--- src/hdl/adjacent_merge_min_cost_core_assert.svh ---
// Assertion macros for the adjacent merge minimum cost core.
// Used by the top level; depends on nothing else.
`ifndef ADJACENT_MERGE_MIN_COST_CORE_ASSERT_SVH
`define ADJACENT_MERGE_MIN_COST_CORE_ASSERT_SVH

// Same-cycle implication, disabled while reset is asserted.
`define AMM_ASSERT_IMP(label, clk, rstn, ante, cons) \
    label: assert property (@(posedge clk) disable iff (!rstn) (ante) |-> (cons)) \
        else $error("adjacent_merge_min_cost_core: assertion failed");

// Next-cycle implication, disabled while reset is asserted.
`define AMM_ASSERT_NXT(label, clk, rstn, ante, cons) \
    label: assert property (@(posedge clk) disable iff (!rstn) (ante) |=> (cons)) \
        else $error("adjacent_merge_min_cost_core: assertion failed");

`endif

--- src/hdl/amm_ram.sv ---
// Generic RAM: one write port, two read ports with registered read data.
// No dependencies.
`default_nettype none

module amm_ram #(
    parameter int WIDTH = 8,
    parameter int DEPTH = 64
) (
    input  wire logic                     clk,
    input  wire logic                     we,
    input  wire logic [$clog2(DEPTH)-1:0] waddr,
    input  wire logic [WIDTH-1:0]         wdata,
    input  wire logic [$clog2(DEPTH)-1:0] raddr_a,
    input  wire logic [$clog2(DEPTH)-1:0] raddr_b,
    output logic      [WIDTH-1:0]         rdata_a,
    output logic      [WIDTH-1:0]         rdata_b
);

    logic [WIDTH-1:0] mem [DEPTH];

    always_ff @(posedge clk) begin
        if (we) begin
            mem[waddr] <= wdata;
        end
        rdata_a <= mem[raddr_a];
        rdata_b <= mem[raddr_b];
    end

endmodule

`default_nettype wire

--- config.mk ---
export PLATFORM = sky130hd
export DESIGN_NAME = amm_ram
export DESIGN_NICKNAME = d
export VERILOG_FILES = /design/src/hdl/adjacent_merge_min_cost_core_assert.svh /design/src/hdl/amm_ram.sv
export SDC_FILE = /design/constraint.sdc
export NUM_CORES = 1
export LEC_CHECK = 0
export BUFFER_PORTS_ARGS = -buffer_cell sky130_fd_sc_hd__buf_2
export CORE_ASPECT_RATIO = 1.75
export CORE_MARGIN = 4
export CORE_UTILIZATION = 50
export CTS_CLUSTER_DIAMETER = 40
export CTS_CLUSTER_SIZE = 20
export DETAILED_ROUTE_END_ITERATION = 16
export GPL_TIMING_DRIVEN = 0
export PLACE_DENSITY = 0.7
export SLEW_MARGIN = 0
export SYNTH_ARGS = -nofsm -noshare
export SYNTH_HDL_FRONTEND = slang
export SYNTH_SLANG_ARGS = --single-unit
--- constraint.sdc ---
create_clock -name clk -period 2.3 [get_ports clk]
set_input_delay 0.575 -clock clk [delete_from_list [all_inputs] [get_ports clk]]
set_output_delay 0.575 -clock clk [all_outputs]
set_load 0.1 [all_outputs]
-- Yosys cells after proc, flatten, opt, wreduce, memory -nomap -nowiden
Memories as Yosys holds them, arrays and structs flattened. A register that Yosys moved wholly into a read port is not among the register bits.
Cells that the tools add are included.
- flip-flop bits (word level): 0
- bits in latches: 0
- bits in writable memories: 512
- ROM bits: 0
- output and inout port bits: 16
- memories kept: 1
- add/sub/neg operators: 0
- $mul: 0
- div/mod/pow operators: 0
- order comparisons: 0
- equal/unequal tests: 0
- shifts and indexed selects: 0
- multiplexer cells: 2
- bitwise operators: 0
- reductions and logical operators: 0
- memories (name ; depth ; bits a word ; read ports ; clocked after Yosys merged registers in ; wr ports ; RTL line ; source):
    mem ; 64 ; 8 ; 2 ; 2 ; 1 ; amm_ram.sv:19 ; logic [WIDTH-1:0] mem [DEPTH];
- operator list (operator ; count):
    1-bit 2-to-1 mux ; 2

-- Logic depth before layout (Yosys ltp)
- depth in word-level cells: 2
- depth in mapped cells: 9
- mapped depth without buffers: 5

-- Worst setup path before layout
No wires, ideal clock.
- path kind: input-to-reg
- from: input raddr_b[0]
- to: register rdata_b[4] (read register of mem)
- arrival: 2.272 ns
- required time: 2.187 ns
- setup slack: -0.085 ns
- cell stages on the path: 8
- cell sequence: buf_2 > buf_2 > buf_4 > mux4_2 > a221oi_1 > o21ai_0 > nand3_1 > nand2_1
- RTL lines (item ; RTL line ; source):
    from (decl) ; amm_ram.sv:14 ; input wire logic [$clog2(DEPTH)-1:0] raddr_b,
    to (decl) ; amm_ram.sv:16 ; output logic [WIDTH-1:0] rdata_b

==> flow_summary.ini <==
[sta]
hold_viol_final = 0
hold_slack_ps = 578
fin_setup_tns_ps = -2160
slew_headroom_pct = 8.47
tightest_slew_ps = 1370
fin_ws_ps = -99.3
fmax_ghz = 0.417
min_period_ps = 2400
rsz0062_at_grt = yes
skew_ps = 14.0
report.final.slew_viol_count = 0
setup_viol = 58
fin_crit_sh_pct = 104

[synth]
synth_top_area_cell = edfxtp_1
ys_seq_area_share_pct = 64.7
synth_edf_count = 512
synth_top_area_share_pct = 63.3
synth.net_count = 1239
syn_inst = 1211
yosys-top-cells-area = edfxtp_1 63%, mux4_2 25%, mux2i_1 2.7%
yosysWarningCount = 0
ys_ff_latch = 528
avgSynthCellArea_um2 = 20.0
async_flop_share_pct = 0
synthesis.area_mm2 = 0.0243
ys_top_cells_by_count = 512 x edfxtp_1, 270 x mux4_2, 75 x nor2_1
synth_cell_type_count = 38
ys.flop_type = edfxtp_1
yosysMostFrequentCell = edfxtp_1

[power_and_ir_drop]
pwr-share-comb_pct = 10.8
pwr-share-clk_pct = 36.0
p_seq_share_pct = 53.2
power_density_mw_per_mm2 = 747
p_total_w = 0.0201
power_leakage_nw = 8.35
p_int_w = 0.0151
switching_share_pct = 24.9
ir_drop_v = 0.000623
p_sw_w = 0.00500

[cts]
path_clk_slew_ps = 80
ctsHtreeMaxLevel = 2
clock_latency_ps = 560
numCtsBuffers = 39
cts_tree = yes
clock_sinks = 528
clockBufferDepth = 3
ctsHoldBuffers = 0
cts-root-buf = clkbuf_16

[setup_path]
crit_required_ps = 2800
startpoint_type = input pin
critPathCaptureType = flip-flop
crit_buf_inv = 3
worstPathCellList = clkbuf_2 > buf_2 > clkbuf_4 > mux2i_1 > a22oi_1 > nand3_1 > nand2_1
critical_path_class = input pin to flip-flop
crit_fanout = 10
slowest_delay_ps = 520
arrival_ps = 2900
cp_slowest_cell = a22oi_1
cp_top_family = buffers and inverters

[placed_design]
port-buffer-count = 29
place_hpwl_mm = 51.6
dpl_cell_area_mm2 = 0.0252
gp_congestion = 1.01

[drt]
num_vias = 13700
wl_per_cell_um = 37.1
post_drt_via_cell_ratio = 6.98
routed_wl_mm = 72.6
ant_nets = 0
drt_iter0_markers = 1880
drc = 0
first_pass_iters = 8

[cells_and_area]
area_delta_synth_final_pct = 10.5
fin_nets = 1308
layout-drive-gt1-share_pct = 35.1
final_core_util_pct = 56.0
stdcell_area_mm2 = 0.0268

[run_status]
status = finished with violations
violations = negative setup slack

[floorplanning]
die_w_um = 175
rows = 106
core_area_mm2 = 0.0479
start_util_pct = 50.7
fp.dieH_um = 299
die-area_mm2 = 0.0523
io_pins = 44

[global_routing]
grt-ovfl-total = 0
grtUsageTotal_pct = 27.9
first_global_vias = 14200
antenna_found_initial = 2
grt_max_degree = 65
grt_pass1_wl_mm = 102

[min_path]
hp-class = input pin to flip-flop

[flow_run]
drv_cap = 0
[routing by layer]
layer / track usage (%) / up-vias / wire [µm]
met5: 0 / - / 0
met4: 20.8 / 0 / 7210
met3: 5.19 / 288 / 6420
met2: 47.7 / 945 / 36900
met1: 30.9 / 7078 / 22100
li1: - / 5357 / -
[area by class of cell]
type                       count  area (µm²)
antenna                        2        5.00
clock inverter                25         279
multi-input combinational    587        8190
clock buffer                  43        1030
fill                        3609       21000
sequential                   528       15700
tap                          648         811
inverter                       3        11.3
buffer                        92         662
timing repair buffer          29         148
[flip-flops by register name, indices dropped and copies added (netlist names)]
name / flops
mem: 512
rdata_a: 8
rdata_b: 8
[cell usage in the layout (no fill, tap or decap), drive strengths merged, types with 3 or more instances in the layout]
master and n:
edfxtp 512, nor2b 8, o22ai 20, nor2 75
dfxtp 16, nand3 20, clkbuf 82, mux4 270
a22oi 14, bufinv 3, inv 7, mux2i 66
clkinv 14, and2 3, a221o 5, a21oi 10
clkinvlp 4, o221ai 5, o21ai 24, nand2 28
buf 81, a221oi 7, o31a 5, o211ai 3
nand2b 6, nand4 3
[worst paths after layout]
| check | start | to | slack [ps] | cells past startpoint |
|---|---|---|---|---|
| worst min-delay path | raddr_a[5] | rdata_a[5] | 580 | 3 |
| worst max register to register | mem[7][7] | rdata_a[7] | 200 | 5 |
| worst max-delay path | raddr_b[2] | rdata_b[5] | -100 | 7 |
| worst min register to register | mem[28][2] | rdata_b[2] | 880 | 5 |
[kinds of logic (layout without fill, tap and decap cells)]
logic type             Yosys count  after routing  share of synthesized area [%]
flip-flops                     528            528                           64.7
multiplexers                   338            338                           27.9
AND/OR/NAND/NOR                149            149                           2.69
AO/OA/AOI/OAI                  100            100                           2.81
buffers and inverters           96            192                           1.98
other                            0              2                              0
[timing repair]
| action | in CTS | in global routing |
|---|---|---|
| pin swaps | 0 | 1 |
| gates resized for setup | 68 | 51 |
| hold endpoints to repair | 0 | 0 |
| endpoints found under the setup margin | 48 | 103 |
| buffers inserted | 0 | 0 |
[worst min-delay path, delay by kind of cell]
family                 cells  cell delay (ps)
buffers and inverters      2              290
AO/OA/AOI/OAI              1              220
[metrics by stage]
stage / instances / setup slack [ps]
2_1_floorplan: 1211 / 2.70
3_3_place_gp: 1888 / -1390
3_5_place_dp: 1888 / -1440
4_1_cts: 1956 / -8.54
5_1_grt: 1955 / -127
6_report: 1957 / -99.3
[power groups by stage]
stage / registers [W] / clock network (W) / logic (W)
after floorplan: 0.0112 / 0 / 0.00104
after global placement: 0.0109 / 0 / 0.00205
after detailed placement: 0.0109 / 0 / 0.00207
after CTS: 0.0107 / 0.00723 / 0.00211
after global routing: 0.0107 / 0.00763 / 0.00222
final: 0.0107 / 0.00722 / 0.00217
(Power assumes the default switching activity.)
