===== src/hdl/adjacent_merge_min_cost_core_assert.svh =====
// Assertion macros for the adjacent merge minimum cost core.
// Used by the top level; depends on nothing else.
`ifndef ADJACENT_MERGE_MIN_COST_CORE_ASSERT_SVH
`define ADJACENT_MERGE_MIN_COST_CORE_ASSERT_SVH

// Same-cycle implication, disabled while reset is asserted.
`define AMM_ASSERT_IMP(label, clk, rstn, ante, cons) \
    label: assert property (@(posedge clk) disable iff (!rstn) (ante) |-> (cons)) \
        else $error("adjacent_merge_min_cost_core: assertion failed");

// Next-cycle implication, disabled while reset is asserted.
`define AMM_ASSERT_NXT(label, clk, rstn, ante, cons) \
    label: assert property (@(posedge clk) disable iff (!rstn) (ante) |=> (cons)) \
        else $error("adjacent_merge_min_cost_core: assertion failed");

`endif


===== src/hdl/amm_pkg.sv =====
// Shared types and constants for the adjacent merge minimum cost core.
// No dependencies; used by amm_cand_unit, the top level and the testbench.
`default_nettype none

package amm_pkg;

    localparam int MAX_SEGMENTS_DEF = 64;
    localparam int LENGTH_BITS_DEF  = 16;
    localparam int SEG_W            = 16;
    localparam int COST_W           = 28;
    localparam logic [COST_W-1:0] COST_MAX = {COST_W{1'b1}};

    typedef enum logic [2:0] {
        ST_IDLE,
        ST_PREF,
        ST_SPAN,
        ST_LOOP,
        ST_DRAIN1,
        ST_DRAIN2,
        ST_WRITE,
        ST_OUT
    } amm_state_t;

    typedef struct packed {
        logic init;
        logic issue;
        logic zero_left;
        logic zero_right;
    } amm_cand_ctrl_t;

endpackage

`default_nettype wire


===== src/hdl/amm_cand_unit.sv =====
// Shared split-candidate unit: saturating add of two interval costs and the span,
// then a running minimum. Depends on amm_pkg.
`default_nettype none

module amm_cand_unit
    import amm_pkg::*;
(
    input  wire logic              aclk,
    input  wire logic              aresetn,
    input  wire amm_cand_ctrl_t    ctrl,
    input  wire logic [COST_W-1:0] left_cost,
    input  wire logic [COST_W-1:0] right_cost,
    input  wire logic [COST_W-1:0] span,
    output logic      [COST_W-1:0] best
);

    logic              v1_reg;
    logic              zl1_reg;
    logic              zr1_reg;
    logic              v2_reg;
    logic [COST_W-1:0] cand_reg;
    logic [COST_W-1:0] cand_next;
    logic [COST_W-1:0] best_reg;
    logic [COST_W-1:0] best_next;
    logic [COST_W+1:0] sum;
    logic [COST_W-1:0] left_eff;
    logic [COST_W-1:0] right_eff;

    always_comb begin
        left_eff  = zl1_reg ? '0 : left_cost;
        right_eff = zr1_reg ? '0 : right_cost;
        sum = (COST_W+2)'(left_eff) + (COST_W+2)'(right_eff) + (COST_W+2)'(span);
        cand_next = (sum > (COST_W+2)'(COST_MAX)) ? COST_MAX : sum[COST_W-1:0];
    end

    always_comb begin
        best_next = best_reg;
        if (ctrl.init) begin
            best_next = COST_MAX;
        end else if (v2_reg && (cand_reg < best_reg)) begin
            best_next = cand_reg;
        end
    end

    always_ff @(posedge aclk) begin
        if (!aresetn) begin
            v1_reg <= 1'b0;
            v2_reg <= 1'b0;
        end else begin
            v1_reg <= ctrl.issue;
            v2_reg <= v1_reg;
        end
        zl1_reg  <= ctrl.zero_left;
        zr1_reg  <= ctrl.zero_right;
        cand_reg <= cand_next;
        best_reg <= best_next;
    end

    assign best = best_reg;

endmodule

`default_nettype wire


===== config.mk =====
export PLATFORM = sky130hd
export DESIGN_NAME = amm_cand_unit
export DESIGN_NICKNAME = d
export VERILOG_FILES = /design/src/hdl/adjacent_merge_min_cost_core_assert.svh /design/src/hdl/amm_pkg.sv /design/src/hdl/amm_cand_unit.sv
export SDC_FILE = /design/constraint.sdc
export NUM_CORES = 1
export LEC_CHECK = 0
export BUFFER_PORTS_ARGS = -buffer_cell sky130_fd_sc_hd__buf_2
export CAP_MARGIN = 20
export CORE_ASPECT_RATIO = 0.8
export CORE_MARGIN = 2
export CORE_UTILIZATION = 59
export DETAILED_ROUTE_END_ITERATION = 12
export MAX_ROUTING_LAYER = met4
export PLACE_DENSITY = 0.95
export SYNTH_ARGS = -nofsm -noshare
export SYNTH_HDL_FRONTEND = slang
export SYNTH_SLANG_ARGS = --single-unit

===== constraint.sdc =====
create_clock -name aclk -period 9.6 [get_ports aclk]
set_clock_uncertainty 0.05 [all_clocks]
set_input_delay 1.92 -clock aclk [delete_from_list [all_inputs] [get_ports aclk]]
set_output_delay 1.92 -clock aclk [all_outputs]
set_load 0.02 [all_outputs]

Word-level counts from Yosys, hierarchy flattened. Cells that the tools add are included.

Register bits: 60. Latch bits: 0. Bits in writable memories: 0. Memory bits (read-only): 0. Input port bits: 90. Output and inout port bits: 28. Logic and storage cells: 13. Memories kept: 0.

Add/sub/neg operators: 2. Multiply operators: 0. Divide/modulo/power cells: 0. $lt $le $gt $ge: 2. Equality and inequality tests: 0. Shift-type cells: 0. Muxes and demuxes: 2. Bitwise logic cells: 0. Reductions and logical operators: 1.

Operators by type and width (number): $mux 28 (2); $add 29x28->30 (1); $gt 30x28->1 const B (1); $add 28x28->29 (1); $lt 28x28->1 (1); $logic_and 1x1->1 (1).

Logic depth before layout (Yosys ltp). Gate-level depths: netlist (run 1).

Depth in word-level cells: 4. Depth in mapped cells: 16. Gate-level depth less buffers: 14.

Worst setup path after synthesis (run 1). No wires, ideal clock.

Kind: input -> register. From: in left_cost[17]. To: reg cand_reg[22]. Setup time: 0.123 ns. Data arrival time: 4.718 ns. Required time: 9.427 ns. Setup slack: 4.709 ns. Stages on the path: 13. Path through: nor2b_1 -> fa_1 -> ha_1 -> buf_2 -> a21oi_1 -> o211ai_1 -> a41oi_1 -> nand4_1 -> a21o_1 -> a41oi_1 -> mux2i_1 -> buf_2 -> nand2_1.

Longest elaborated chain between the ends: 4.

RTL lines: start, declared (RTL line amm_cand_unit.sv:11) `input wire logic [COST_W-1:0] left_cost,`; $mux 28 * (RTL line amm_cand_unit.sv:30) `left_eff = zl1_reg ? '0 : left_cost;`; $add 28x28->29 * (RTL line amm_cand_unit.sv:32) `sum = (COST_W+2)'(left_eff) + (COST_W+2)'(right_eff) + (COST_W+2)'(span);`; $add 29x28->30 * (RTL line amm_cand_unit.sv:32); $gt 30x28->1 (RTL line amm_cand_unit.sv:33) `cand_next = (sum > (COST_W+2)'(COST_MAX)) ? COST_MAX : sum[COST_W-1:0];`; end signal, assigned (RTL line amm_cand_unit.sv:55) `cand_reg <= cand_next;`; end, declared (RTL line amm_cand_unit.sv:21) `logic [COST_W-1:0] cand_reg;`.

Every way passes the cells marked *; elsewhere a longest branch is shown, timed or not. A chain may end at the register's enable or synchronous reset.

Final worst setup path (run 1).
From: in left_cost[10]. To: reg cand_reg[26].

Same word-level chain as after synthesis.

==> flow_results.xml, run 1 <==
<?xml version="1.0" encoding="UTF-8"?>
<metrics>
  <group name="status">
    <metric name="run_status" unit="">finished, final reports clean</metric>
  </group>
  <group name="detailed_routing">
    <metric name="remaining_drc_errors" unit="">0</metric>
    <metric name="final_antenna_net_count" unit="">0</metric>
    <metric name="totalWireLength" unit="mm">12.0</metric>
    <metric name="drt_pre_antenna_iters" unit="">5</metric>
    <metric name="drc_violation_total_after_the_first_tritonroute_iteration" unit="">188</metric>
    <metric name="avgRoutedWirePerCell" unit="um">15.4</metric>
    <metric name="via_per_inst" unit="">5.68</metric>
    <metric name="route.vias.total" unit="">4415</metric>
  </group>
  <group name="sta">
    <metric name="final_min_period_over_clock_period" unit="%">52.8</metric>
    <metric name="worstMarginPinSlew" unit="ns">1.02</metric>
    <metric name="clock.fmax" unit="MHz">197</metric>
    <metric name="report.final.slew_viol_count" unit="">0</metric>
    <metric name="whs" unit="ns">0.399</metric>
    <metric name="setup_viol" unit="">0</metric>
    <metric name="slew_headroom" unit="%">32.2</metric>
    <metric name="postLayoutSetupSlackWorst" unit="ns">4.53</metric>
    <metric name="timing.setup.tns" unit="ns">0</metric>
    <metric name="grt_setup_unrepaired" unit="">false</metric>
    <metric name="post-route-min-period" unit="ns">5.07</metric>
    <metric name="finalHoldViolations" unit="">0</metric>
  </group>
  <group name="setup_path">
    <metric name="timing_worst_setup_path_type" unit="">in2reg</metric>
    <metric name="timing.critical_path.arrival" unit="ns">5.22</metric>
    <metric name="r2r_setup_slack" unit="ns">5.20</metric>
    <metric name="reg2reg_launch_point" unit="">zl1_reg</metric>
    <metric name="critPathTopFamily" unit="">compound AO/OA/AOI/OAI gates</metric>
    <metric name="required_time_of_the_critical_path" unit="ns">9.75</metric>
    <metric name="worstSetupEndpointType" unit="">flip-flop</metric>
    <metric name="critical_path.endpoint" unit="">cand_reg[26]</metric>
    <metric name="timing.critical_path.slowest_stage_cell" unit="">fa_1</metric>
    <metric name="critPathLaunch" unit="">left_cost[10]</metric>
    <metric name="timing.critical_path.fanout_max" unit="">23</metric>
    <metric name="critical_path_buf_inv_count" unit="">2</metric>
    <metric name="start_kind" unit="">primary input</metric>
    <metric name="worst_path_largest_cell_delay" unit="ns">0.51</metric>
    <metric name="cp_cell_sequence" unit="">buf_2 -&gt; nor2b_1 -&gt; fa_1 -&gt; ha_1 -&gt; a21oi_1 -&gt; a21boi_0 -&gt; o211ai_1 -&gt; nand4_1 -&gt; a21o_1 -&gt; a41oi_1 -&gt; mux2i_2 -&gt; buf_6 -&gt; o21ai_0</metric>
    <metric name="critical_path_cell_count" unit="">13</metric>
    <metric name="rr_worst_depth" unit="">12</metric>
    <metric name="regToRegEndpoint" unit="">cand_reg[26]</metric>
  </group>
  <group name="clocking">
    <metric name="clock_tree.root_cell" unit="">clkbuf_8</metric>
    <metric name="cts_tree" unit="">yes</metric>
    <metric name="cts_inserted_buffers" unit="">9</metric>
    <metric name="cts.repair.resized" unit="">0</metric>
    <metric name="number_of_setup_buffers_added_after_cts" unit="">0</metric>
    <metric name="clock_path_buffers" unit="">2</metric>
    <metric name="clock_sinks" unit="">60</metric>
    <metric name="cts.clk_slew.worst_paths" unit="ns">0.06</metric>
    <metric name="clk_latency" unit="ns">0.34</metric>
    <metric name="cts-hold-fix-buffers" unit="">0</metric>
    <metric name="h-tree-depth" unit="">3</metric>
  </group>
  <group name="floorplan">
    <metric name="boundaryPins" unit="">118</metric>
    <metric name="overall_die_height" unit="um">86.1</metric>
    <metric name="coreArea" unit="mm2">0.00806</metric>
    <metric name="num_rows" unit="">29</metric>
    <metric name="dieArea" unit="mm2">0.00918</metric>
    <metric name="start_util" unit="%">61.7</metric>
    <metric name="floorplan.die.width" unit="um">107</metric>
  </group>
  <group name="yosys">
    <metric name="postSynthAreaPerCell" unit="um2">8.96</metric>
    <metric name="synthesis_stage_register_bit_count" unit="">60</metric>
    <metric name="yosysSeqAreaShare" unit="%">24.2</metric>
    <metric name="synth_top_cell_by_area" unit="">dfxtp_1</metric>
    <metric name="syn_inst" unit="">555</metric>
    <metric name="synth.yosys.warnings" unit="">0</metric>
    <metric name="synth.most_common_cell" unit="">dfxtp_1</metric>
    <metric name="async_flop_share" unit="%">0</metric>
    <metric name="syn_std_cell_area" unit="mm2">0.00497</metric>
    <metric name="ys_dominant_reg_cell" unit="">dfxtp_1</metric>
    <metric name="synth.top_cells.by_area" unit="">dfxtp_1 (24%), ha_1 (14%), fa_1 (12%), nor2b_1 (6.8%), o21a_1 (5.4%)</metric>
    <metric name="mappedNetlistNets" unit="">728</metric>
    <metric name="synth.lib_cells_used.distinct" unit="">49</metric>
    <metric name="synth_commonest_cells" unit="">dfxtp_1 (60), ha_1 (54), nor2b_1 (54)</metric>
    <metric name="yosys.area.top_type_share" unit="%">24.2</metric>
    <metric name="synth-edff-count" unit="">0</metric>
  </group>
  <group name="global_routing">
    <metric name="grt_start_max_net_pins" unit="">30</metric>
    <metric name="grt_use_total" unit="%">27.4</metric>
    <metric name="antenna_found_initial" unit="">0</metric>
    <metric name="via_count_of_the_first_global_routing_pass" unit="">4401</metric>
    <metric name="overflow" unit="">0</metric>
    <metric name="grt_first_pass_wirelength" unit="mm">19.7</metric>
  </group>
  <group name="finish">
    <metric name="multi_input_comb_area" unit="mm2">0.00350</metric>
    <metric name="finish.utilization" unit="%">72.3</metric>
    <metric name="layout.area.seq" unit="mm2">0.00120</metric>
    <metric name="final_layout_size_suffix_gt1_share" unit="%">21.5</metric>
    <metric name="diodes" unit="">0</metric>
    <metric name="finish.net_count" unit="">837</metric>
    <metric name="syn2layout_area_growth" unit="%">17.1</metric>
    <metric name="filler_cell_count" unit="">637</metric>
  </group>
  <group name="min_path">
    <metric name="hold_path.class" unit="">reg2reg</metric>
    <metric name="instance_count_along_the_most_critical_hold_path" unit="">1</metric>
  </group>
  <group name="place">
    <metric name="worst_slack_placed" unit="ns">3.73</metric>
    <metric name="gp_congestion" unit="">0.925</metric>
    <metric name="placement.io_buffers" unit="">117</metric>
    <metric name="hpwl" unit="mm">9.54</metric>
  </group>
  <group name="power_and_ir_drop">
    <metric name="p_leak" unit="nW">2.97</metric>
    <metric name="peakVddDrop" unit="mV">0.139</metric>
    <metric name="p_int" unit="W">0.000634</metric>
    <metric name="comb_power_share" unit="%">41.8</metric>
    <metric name="pwr-share-seq" unit="%">34.1</metric>
    <metric name="power.clock.fraction" unit="%">24.2</metric>
    <metric name="p_sw_share" unit="%">37.2</metric>
    <metric name="cellPowerDensity" unit="mW/mm2">173</metric>
    <metric name="net_switching_component_of_the_power" unit="W">0.000375</metric>
  </group>
  <group name="job">
    <metric name="cap_viol_max_count" unit="">0</metric>
  </group>
</metrics>
-- layout make-up --
| cell class | count | share of cell area [%] |
|---|---|---|
| Clock buffer | 9 | 2.13 |
| Clock inverter | 7 | 1.57 |
| Inverter | 42 | 2.71 |
| Multi-Input combinational cell | 431 | 60.0 |
| Sequential cell | 60 | 20.6 |
| Tap cell | 108 | 2.32 |
| Timing Repair Buffer | 120 | 10.6 |
-- stage by stage --
| stage | power (W) | instances | cell area [um2] |
|---|---|---|---|
| after floorplan | 0.000640 | 555 | 4970 |
| after global placement | 0.000742 | 759 | 5580 |
| after detailed placement | 0.000758 | 759 | 5580 |
| after CTS | 0.00100 | 775 | 5800 |
| after global routing | 0.00108 | 777 | 5830 |
| final | 0.00101 | 777 | 5830 |
-- logic make-up (layout without fill, tap and decap cells) --
family	after synthesis	after routing	share of synthesized area, %
and+or+nand+nor	166	166	17.7
xor gates and xnor gates	17	17	2.99
adders and majority gates	83	83	25.3
muxes	1	1	0.201
DFF	60	60	24.2
AOI/OAI and AO/OA	164	164	23.9
buffers and inverters	64	178	5.74
-- layer usage --
metal  track usage (%)  vias to the layer above  part of all wire, %
met5                 -                        -                    0
met4              7.91                        0                  1.2
met3              3.12                       16                  4.7
met2              45.8                      149                   48
met1              35.3                     2073                   46
li1                  -                     2177                    -
-- power by group through the flow --
stage / clock network [W] / logic, W / registers, W
floorplan: 0 / 0.000295 / 0.000345
global placement: 0 / 0.000396 / 0.000345
detailed placement: 0 / 0.000409 / 0.000349
CTS: 0.000247 / 0.000415 / 0.000344
global route: 0.000258 / 0.000469 / 0.000349
finish: 0.000244 / 0.000421 / 0.000344
-- worst min path at each step --
stage               slack, ns   start      to
detailed placement       0.38  v1_reg  v2_reg
global route             0.42  v1_reg  v2_reg
CTS                      0.40  v1_reg  v2_reg
floorplan                0.36  v1_reg  v2_reg
finish                   0.40  v1_reg  v2_reg
global placement         0.37  v1_reg  v2_reg
-- placed cells by master (no fill, tap or decap), drive strengths merged, types with 21 or more instances in the layout --
master	netlist	routed
buf	12	120
dfxtp	60	60
a211o	29	29
nor2b	54	54
fa	29	29
o21a	36	36
a21oi	21	21
inv	42	42
nand2	45	45
o21ai	21	21
ha	54	54
No activity file was read; power rests on OpenSTA's default activity.
==> run 2, diff against run 1 <==
CORE_UTILIZATION = 50   (was 59)
PLACE_DENSITY = 0.86   (was 0.95)
clock period = 4.1 ns   (was 9.6 ns; I/O delays follow)
==> flow_results.xml, run 2 (synthesis results as in run 1) <==
<?xml version="1.0" encoding="UTF-8"?>
<metrics>
  <group name="power_and_ir_drop">
    <metric name="net_switching_component_of_the_power" unit="W">0.000921</metric>
    <metric name="comb_power_share" unit="%">38.4</metric>
    <metric name="p_int" unit="W">0.00177</metric>
    <metric name="peakVddDrop" unit="mV">0.193</metric>
    <metric name="p_leak" unit="nW">3.09</metric>
    <metric name="report.power.total" unit="W">0.00269</metric>
    <metric name="cellPowerDensity" unit="mW/mm2">441</metric>
    <metric name="p_sw_share" unit="%">34.3</metric>
    <metric name="power.clock.fraction" unit="%">31.7</metric>
    <metric name="pwr-share-seq" unit="%">29.9</metric>
  </group>
  <group name="setup_path">
    <metric name="timing_worst_setup_path_type" unit="">reg2reg</metric>
    <metric name="start_kind" unit="">flip-flop</metric>
    <metric name="timing.critical_path.fanout_max" unit="">28</metric>
    <metric name="critical_path_buf_inv_count" unit="">4</metric>
    <metric name="required_time_of_the_critical_path" unit="ns">4.25</metric>
    <metric name="cp_cell_sequence" unit="">buf_12 -&gt; nand2b_1 -&gt; fa_1 -&gt; inv_1 -&gt; ha_1 -&gt; inv_1 -&gt; fa_1 -&gt; nand2b_1 -&gt; a31oi_1 -&gt; o41ai_2 -&gt; a211oi_1 -&gt; o21bai_1 -&gt; o21ai_0 -&gt; mux2i_2 -&gt; buf_12 -&gt; o21ai_0</metric>
    <metric name="timing.critical_path.slowest_stage_cell" unit="">o41ai_2</metric>
    <metric name="rr_worst_depth" unit="">16</metric>
    <metric name="reg2reg_launch_point" unit="">zl1_reg</metric>
    <metric name="worstSetupEndpointType" unit="">flip-flop</metric>
    <metric name="worst_path_largest_cell_delay" unit="ns">0.51</metric>
    <metric name="regToRegEndpoint" unit="">cand_reg[10]</metric>
    <metric name="critPathTopFamily" unit="">compound AO/OA/AOI/OAI gates</metric>
    <metric name="timing.critical_path.arrival" unit="ns">3.95</metric>
    <metric name="r2r_setup_slack" unit="ns">0.29</metric>
  </group>
  <group name="place">
    <metric name="placement.io_buffers" unit="">117</metric>
    <metric name="hpwl" unit="mm">9.95</metric>
    <metric name="gp_congestion" unit="">0.891</metric>
    <metric name="worst_slack_placed" unit="ns">0.0150</metric>
  </group>
  <group name="min_path">
    <metric name="instance_count_along_the_most_critical_hold_path" unit="">1</metric>
    <metric name="start_point_of_the_worst_hold_path" unit="">v1_reg</metric>
    <metric name="worst_hold_path.endpoint" unit="">v2_reg</metric>
    <metric name="hold_path.class" unit="">reg2reg</metric>
  </group>
  <group name="clocking">
    <metric name="cts_inserted_buffers" unit="">9</metric>
    <metric name="clk_latency" unit="ns">0.33</metric>
    <metric name="number_of_setup_buffers_added_after_cts" unit="">0</metric>
    <metric name="clock_path_buffers" unit="">2</metric>
    <metric name="cts.clk_slew.worst_paths" unit="ns">0.05</metric>
    <metric name="clock_sinks" unit="">60</metric>
    <metric name="cts.repair.resized" unit="">0</metric>
    <metric name="cts_tree" unit="">yes</metric>
    <metric name="cts-hold-fix-buffers" unit="">0</metric>
    <metric name="clock_tree.root_cell" unit="">clkbuf_16</metric>
    <metric name="h-tree-depth" unit="">3</metric>
  </group>
  <group name="sta">
    <metric name="worstMarginPinSlew" unit="ns">0.529</metric>
    <metric name="final_min_period_over_clock_period" unit="%">92.8</metric>
    <metric name="timing.setup.tns" unit="ns">0</metric>
    <metric name="finalHoldViolations" unit="">0</metric>
    <metric name="post-route-min-period" unit="ns">3.81</metric>
    <metric name="postLayoutSetupSlackWorst" unit="ns">0.293</metric>
    <metric name="grt_setup_unrepaired" unit="">false</metric>
    <metric name="report.final.slew_viol_count" unit="">0</metric>
    <metric name="clock.fmax" unit="MHz">263</metric>
    <metric name="setup_viol" unit="">0</metric>
    <metric name="slew_headroom" unit="%">64.6</metric>
  </group>
  <group name="detailed_routing">
    <metric name="remaining_drc_errors" unit="">0</metric>
    <metric name="totalWireLength" unit="mm">12.5</metric>
    <metric name="route.vias.total" unit="">4472</metric>
    <metric name="final_antenna_net_count" unit="">0</metric>
    <metric name="avgRoutedWirePerCell" unit="um">15.3</metric>
    <metric name="via_per_inst" unit="">5.47</metric>
    <metric name="drt_pre_antenna_iters" unit="">4</metric>
    <metric name="drc_violation_total_after_the_first_tritonroute_iteration" unit="">233</metric>
  </group>
  <group name="finish">
    <metric name="highest_count_cells_in_the_layout_ignoring_fill_and_taps" unit="">buf_2 (117), dfxtp_1 (60), nor2b_1 (54), ha_1 (54), nand2_1 (45)</metric>
    <metric name="layout.area.seq" unit="mm2">0.00120</metric>
    <metric name="syn2layout_area_growth" unit="%">22.4</metric>
    <metric name="layout.cells.most_common" unit="">buf_2</metric>
    <metric name="filler_cell_count" unit="">812</metric>
    <metric name="diodes" unit="">0</metric>
    <metric name="final_layout_size_suffix_gt1_share" unit="%">22.7</metric>
    <metric name="finish.net_count" unit="">850</metric>
    <metric name="multi_input_comb_area" unit="mm2">0.00350</metric>
  </group>
  <group name="floorplan">
    <metric name="dieArea" unit="mm2">0.0108</metric>
    <metric name="overall_die_height" unit="um">93.2</metric>
    <metric name="floorplan.die.width" unit="um">116</metric>
    <metric name="coreArea" unit="mm2">0.00965</metric>
    <metric name="boundaryPins" unit="">118</metric>
    <metric name="start_util" unit="%">51.5</metric>
    <metric name="num_rows" unit="">32</metric>
  </group>
  <group name="job">
    <metric name="cap_viol_max_count" unit="">0</metric>
  </group>
  <group name="global_routing">
    <metric name="grt_first_pass_wirelength" unit="mm">20.1</metric>
    <metric name="grt_start_max_net_pins" unit="">30</metric>
    <metric name="antenna_found_initial" unit="">0</metric>
    <metric name="met1_usage_grt" unit="%">30.9</metric>
    <metric name="use_met2" unit="%">39.2</metric>
    <metric name="via_count_of_the_first_global_routing_pass" unit="">4416</metric>
    <metric name="overflow" unit="">0</metric>
    <metric name="grt_use_total" unit="%">24.0</metric>
    <metric name="met3_usage" unit="%">3.82</metric>
    <metric name="globalRoute.busiestLayer" unit="">met2</metric>
  </group>
  <group name="status">
    <metric name="run_status" unit="">finished, final reports clean</metric>
  </group>
</metrics>
## run 2: cell count changes in the layout (fill, tap and decap cells not counted), sizes merged
cell	previous run	this run
buf	120	133
bufinv	2	3
clkbuf	9	11
clkinv	4	2
clkinvlp	1	0
## run 2: layer usage
metal | part of all wire, % | wire [um]
met5 | 0 | 0
met4 | 1.6 | 196
met3 | 5.7 | 707
met2 | 47 | 5870
met1 | 46 | 5710
## run 2: worst max path at each step
stage | slack, ns | cells after the start | to | from
floorplan | 0.31 | 13 | cand_reg[22] | left_cost[17]
CTS | 0.32 | 16 | cand_reg[26] | zl1_reg
global placement | 0.14 | 15 | cand_reg[23] | left_cost[1]
detailed placement | 0.01 | 16 | cand_reg[10] | left_cost[1]
global route | 0.04 | 16 | cand_reg[4] | zl1_reg
finish | 0.29 | 16 | cand_reg[10] | zl1_reg
## run 2: worst register-to-register path, cell delays in order (launching register included)
cell and delay [ns]:
dfxtp_1 0.32, buf_12 0.16, nand2b_1 0.18, fa_1 0.50
inv_1 0.04, ha_1 0.22, inv_1 0.08, fa_1 0.19
nand2b_1 0.13, a31oi_1 0.14, o41ai_2 0.51, a211oi_1 0.21
o21bai_1 0.24, o21ai_0 0.13, mux2i_2 0.25, buf_12 0.20
o21ai_0 0.13
## run 2: through the flow
step                instance area [um2]  utilization (%)  std cells  hold WS (ns)
floorplan                          4970                -        555         0.362
global placement                   5760             59.7        802         0.374
detailed placement                 5760             59.7        802         0.375
CTS                                6090             63.1        818         0.394
global route                       6090             63.1        818         0.406
finish                             6090             63.1        818         0.390
## run 2: power groups by stage
| stage | logic [W] | registers (W) | clock network, W |
|---|---|---|---|
| 5_1_grt | 0.00115 | 0.000814 | 0.000885 |
| 3_5_place_dp | 0.00101 | 0.000812 | 0 |
| 6_report | 0.00103 | 0.000804 | 0.000850 |
| 2_1_floorplan | 0.000690 | 0.000808 | 0 |
| 3_3_place_gp | 0.000979 | 0.000806 | 0 |
| 4_1_cts | 0.00103 | 0.000802 | 0.000855 |
## run 2: cell type report
class / count / area share, %
clock inverters: 5 / 1.64
repair buffers: 133 / 12.0
well taps: 136 / 2.79
inverters: 42 / 2.59
clock buffers: 11 / 3.82
flip-flops and latches: 60 / 19.7
multi-input cells: 431 / 57.4
